$ cat src/hdl/nstp_pkg.sv
// Package for the nested scope time profiler: sizes, status codes, actions, sequencer states, adder ops.
// No dependencies.
package nstp_pkg;

    localparam int TS_W = 63;
    localparam int CNT_W = 64;

    // Store sizes; the port widths of the top level are built around these.
    localparam int SCOPES = 16;
    localparam int FRAMES = 8;
    localparam int STACK_DEPTH = 16;

    typedef enum logic [3:0] {
        ST_OK        = 4'd0,
        ST_DISABLED  = 4'd1,
        ST_ACTIVE    = 4'd2,
        ST_NOFRAME   = 4'd3,
        ST_NOHIST    = 4'd4,
        ST_BADSCOPE  = 4'd5,
        ST_NONMONO   = 4'd6,
        ST_FULL      = 4'd7,
        ST_EMPTY     = 4'd8,
        ST_MISMATCH  = 4'd9,
        ST_OVERFLOW  = 4'd10,
        ST_UNCLOSED  = 4'd11
    } status_t;

    typedef enum logic [2:0] {
        ACT_BEGIN = 3'd0,
        ACT_ENTER = 3'd1,
        ACT_EXIT  = 3'd2,
        ACT_END   = 3'd3,
        ACT_READ  = 3'd4
    } action_t;

    typedef enum logic [3:0] {
        S_IDLE,
        S_DECODE,
        S_CLEAR,
        S_EX_RD,
        S_EX_DUR,
        S_EX_EXC,
        S_EX_INC,
        S_EX_XSUM,
        S_EX_CHILD,
        S_EX_WR,
        S_COPY_RD,
        S_COPY_WR,
        S_HIST_RD,
        S_HIST_OUT,
        S_DONE
    } state_t;

    // Shared 64-bit adder/subtractor operation.
    typedef enum logic [1:0] {
        ALU_ADD,
        ALU_SUB,
        ALU_INC
    } alu_op_t;

    typedef struct packed {
        logic [CNT_W-1:0] sum;
        logic             carry;  // add: bit 63 overflow of 63-bit sum; sub: borrow
    } alu_res_t;

endpackage

$ cat src/hdl/nstp_alu.sv
// Shared arithmetic unit of the profiler: one add, subtract or increment a cycle.
// Uses nstp_pkg.
module nstp_alu (
    input  nstp_pkg::alu_op_t  op,
    input  logic [63:0]        a,
    input  logic [63:0]        b,
    output nstp_pkg::alu_res_t res
);
    import nstp_pkg::*;

    logic [64:0] wide;

    always_comb
    begin
        case (op)
            ALU_ADD: wide = {1'b0, a} + {1'b0, b};
            ALU_SUB: wide = {1'b0, a} - {1'b0, b};
            ALU_INC: wide = {1'b0, a} + 65'd1;
            default: wide = '0;
        endcase
        res.sum = wide[63:0];
        case (op)
            ALU_ADD: res.carry = wide[63];   // operands are 63-bit
            ALU_SUB: res.carry = wide[64];
            ALU_INC: res.carry = wide[64];
            default: res.carry = 1'b0;
        endcase
    end

endmodule

$ cat config.mk
export PLATFORM = sky130hd
export DESIGN_NAME = nstp_alu
export DESIGN_NICKNAME = d
export VERILOG_FILES = /design/src/hdl/nstp_pkg.sv /design/src/hdl/nstp_alu.sv
export SDC_FILE = /design/constraint.sdc
export NUM_CORES = 1
export LEC_CHECK = 0
export ABC_AREA = 1
export BUFFER_PORTS_ARGS = -buffer_cell sky130_fd_sc_hd__buf_2
export CORE_UTILIZATION = 40
export DETAILED_ROUTE_END_ITERATION = 12
export GPL_TIMING_DRIVEN = 0
export PLACE_DENSITY = 0.65
export SYNTH_ARGS = -nofsm -noshare
export SYNTH_HDL_FRONTEND = slang
export SYNTH_SLANG_ARGS = --single-unit
$ cat constraint.sdc
create_clock -name vclk -period 8.9
set_clock_uncertainty 0.15 [all_clocks]
set_input_delay 0.89 -clock vclk [all_inputs]
set_output_delay 0.89 -clock vclk [all_outputs]
set_load 0.005 [all_outputs]
* Word-level counts from Yosys, hierarchy flattened *
Cells that the tools add are included.

word-level totals
  flip-flop bits (word level) = 0
  bits of input ports = 130
  output and inout port bits = 65
  word-level logic and storage cells = 9

cells by class
  $add $sub $neg = 3
  equal/unequal tests = 2
  multiplexer cells = 2
  reduce and logical (&&, ||, !) cells = 2

operators by type and width
  kind                                           number
  case mux 65 bit (3 select lines)               1
  adder 64 x 1 -> 65 bit, second input constant  1
  adder 64 x 64 -> 65 bit                        1
  subtractor 64 x 64 -> 65 bit                   1
  == test 2 x 1 -> 1 bit, second input constant  1
  == test 2 bit, second input constant           1
  logical NOT 2 bit                              1
  case mux 1 bit (2 select lines)                1
  OR reduction 2 bit                             1

* Longest topological paths before layout *
  word-level depth = 3
  mapped depth = 26

* Least setup slack after synthesis *
Ideal clock, no wire load.

  path type = input -> output
  start point = in op[0]
  end point = out res[55] (netlist bit)
  arrival = 3.668 ns
  required time = 7.860 ns
  path slack = 4.192 ns
  stages on the path = 21
  buffers on the path = 1
  cells stage by stage = inv_1 -> ha_1 -> inv_1 -> nor2_1 -> clkbuf_1 -> o21ai_0 -> ha_1 -> fa_1 -> nand2_1 -> nand2_1 -> and2_4 -> nand2_2 -> nand2_2 -> nand2_2 -> nand2_2 -> nand2_2 -> nand2_2 -> nand2_1 -> nand3_1 -> and2_1 -> nor2_1

RTL lines
  item             line           source
  start, declared  nstp_alu.sv:4  input nstp_pkg::alu_op_t op,
  end, declared    nstp_alu.sv:7  output nstp_pkg::alu_res_t res

==> impl_metrics.toml <==
[outcome]
status = "completed"

[logic_synthesis]
synth_area_mm2 = 0.00789
ys_seq_area_share_pct = 0
syn_avg_cell_area_um2 = 4.83
synthDominantCellAreaShare_pct = 21.1
synth_area_leaders = "nand2_1 21%, nor2_1 13%, inv_1 12%"
syn-num-nets = 1834
synth_area_leader_cell = "nand2_1"
netlist_instances = 1634
synth_cell_types = 45
synth_warnings = 0

[power_and_ir_drop]
ir_worst_vdd_mv = 0.0282
power_uw = 900
switching_power_uw = 593
power_per_cell_area_mw_per_mm2 = 97.9
seqPwrFrac_pct = 0
combPwrFrac_pct = 100.0
p_sw_share_pct = 65.9
internal_power_uw = 307
leakagePower_nw = 4.93
p_clk_share_pct = 0

[timing]
tightestPinTransition_ns = 0.900
rsz0062_at_grt = "no"
holdWs_ns = 2.04
max_freq_mhz = 164
fin_tns_setup_ns = 0
fin_ws_ns = 2.82
drv_slew = 0
hold_viol = 0
relSlewSlack_pct = 39.5
setup_viol = 0
period_minus_slack_ns = 6.08
timing.final.crit_share_pct = 68.3

[global_routing]
grt_first_pass_wirelength_um = 51000
first_global_vias = 9874
grt_overflow = 0
grt_start_max_net_pins = 11
grt_antenna_before_repair = 3
grt_util_all_layers_pct = 33.1

[clock_network]
post-cts-setup-buffers = 0
cts_hold_buf = 0
cts_resized = 0

[routing]
drt-initial-drc-count = 895
drt_wl_total_um = 34800
vias = 11200
drc_errors = 0
drt-wirelength-per-cell_um = 16.6
vias_per_cell = 5.34
ant_nets = 0
first_pass_iters = 6

[finish]
fin_area_mm2 = 0.00919
n_clock_buffer = 0
ff_latch_area_um2 = 0
layout.cells.non_filler = 2090
postLayoutCoreUtil_pct = 48.3
drive_above_1_share_pct = 15.2
syn2layout_area_growth_pct = 16.5
nets = 2031
design.seq.count = 0

[die]
num_io_pins = 195
die_width_um = 142
die_h_um = 142
row_count = 50
coreArea_mm2 = 0.0190
die_area_mm2 = 0.0203
initial_core_util_pct = 41.5

[job]
maxCapViolations = 0

[place]
gp_congestion = 0.990
hpwl_um = 30700
dp.cells = 2089
place_ws_ns = 3.00
placed_area_mm2 = 0.00919
numPortBuffers = 195

[worst_setup_path]
end_kind = "output port"
crit_type = "input port to output port"
cp-start-kind = "input port"
cp_max_fo = 10
crit_required_ns = 7.86
cp_data_arrival_time_ns = 5.04

[worst_hold_path]
hold_path_end = "res[1]"
min_from = "a[0]"
whs_path_depth = 5
hold_path.class = "input port to output port"
## power by group through the flow
stage          Combinational, mW     Clock, mW  Sequential, mW
6_report                   0.900  0.0000000150               0
2_1_floorplan              0.566             0               0
4_1_cts                    0.880             0               0
3_3_place_gp               0.873             0               0
3_5_place_dp               0.877             0               0
5_1_grt                    0.992  0.0000000150               0
## kinds of logic (layout without fill, tap and decap cells)
logic type	after synthesis	after routing	share of synthesized area, %
buffers and inverters	282	477	13.6
AOI/OAI and AO/OA	294	294	20.1
xor gates and xnor gates	13	13	1.44
adders and majority gates	70	70	11.2
other	0	1	0
and+or+nand+nor	975	975	53.6
## routing by layer
| layer | global-route usage, % | part of all wire, % | vias to the layer above |
|---|---|---|---|
| li1 | - | - | 5655 |
| met1 | 45.7 | 46 | 4979 |
| met2 | 54.7 | 44 | 471 |
| met3 | 2.66 | 8.0 | 57 |
| met4 | 9.05 | 2.9 | 4 |
| met5 | 0 | 0.066 | - |
## synthesized netlist by cell type, types with 2 or more instances
| library cell | instances |
|---|---|
| xor2_1 | 8 |
| a21oi_1 | 173 |
| and2_1 | 3 |
| o21bai_1 | 22 |
| nand3_2 | 3 |
| buf_1 | 2 |
| a31oi_1 | 4 |
| o21ai_4 | 2 |
| nand2_1 | 443 |
| nor3b_1 | 5 |
| nor2_2 | 21 |
| nor2_4 | 4 |
| nand4_1 | 23 |
| nor2_1 | 281 |
| nand2_2 | 23 |
| nand3b_1 | 7 |
| buf_2 | 9 |
| and3_1 | 6 |
| xnor2_1 | 5 |
| clkbuf_1 | 11 |
| nand3_1 | 94 |
| o21ai_1 | 11 |
| o21ai_0 | 72 |
| inv_2 | 5 |
| o21ai_2 | 3 |
| inv_1 | 254 |
| a21oi_2 | 2 |
| nor3_2 | 3 |
| o21a_1 | 2 |
| ha_1 | 69 |
| nor4_1 | 9 |
| nor3_1 | 42 |
## how the worst max path moves through the flow
stage | startpoint | to | slack (ns) | cells after the start
5_1_grt | op[0] | res[0] | 2.54 | 23
3_3_place_gp | op[0] | res[0] | 2.99 | 22
6_report | op[0] | res[0] | 2.82 | 22
2_1_floorplan | op[0] | res[55] | 4.19 | 21
4_1_cts | op[0] | res[0] | 2.99 | 22
3_5_place_dp | op[0] | res[0] | 3.00 | 22
## critical path, stage by stage
cell      delay, ns
buf_2          0.13
inv_1          0.07
ha_1           0.41
inv_1          0.20
nor2_1         0.61
clkbuf_1       0.48
nor3_1         0.23
ha_1           0.40
nand2_1        0.16
inv_1          0.05
a21oi_1        0.18
nand2_1        0.12
nand2_1        0.07
nand2_1        0.10
nand2_1        0.10
nand2_2        0.09
nand2_1        0.10
nand3_1        0.09
nand2_1        0.19
nand3_1        0.09
nand2_1        0.13
buf_2          0.13
## cell usage in the layout, fill, tap and decap left out, types with 2 or more instances in the layout
| cell type | n |
|---|---|
| nor3b_1 | 5 |
| buf_1 | 2 |
| a21oi_2 | 2 |
| nand2_1 | 443 |
| nor3_1 | 42 |
| and3_1 | 6 |
| inv_2 | 5 |
| nand3b_1 | 7 |
| inv_1 | 254 |
| o21ai_4 | 2 |
| nor4_1 | 9 |
| nor2_1 | 281 |
| nor2_4 | 4 |
| nor2_2 | 21 |
| a21oi_1 | 173 |
| ha_1 | 69 |
| xor2_1 | 8 |
| o21ai_1 | 11 |
| nand4_1 | 23 |
| o21a_1 | 2 |
| buf_2 | 204 |
| o21ai_2 | 3 |
| nand3_2 | 3 |
| o21ai_0 | 72 |
| xnor2_1 | 5 |
| o21bai_1 | 22 |
| a31oi_1 | 4 |
| and2_1 | 3 |
| nor3_2 | 3 |
| nand3_1 | 94 |
| clkbuf_1 | 11 |
| nand2_2 | 23 |
## final cells by class
type                       instances  area (µm²)
fill                            2306        9830
antenna                            1        2.50
multi-input combinational       1352        6810
buffer                            22        93.8
inverter                         260         978
tap                              260         325
timing repair buffer             195         976
(Power assumes the default switching activity.)
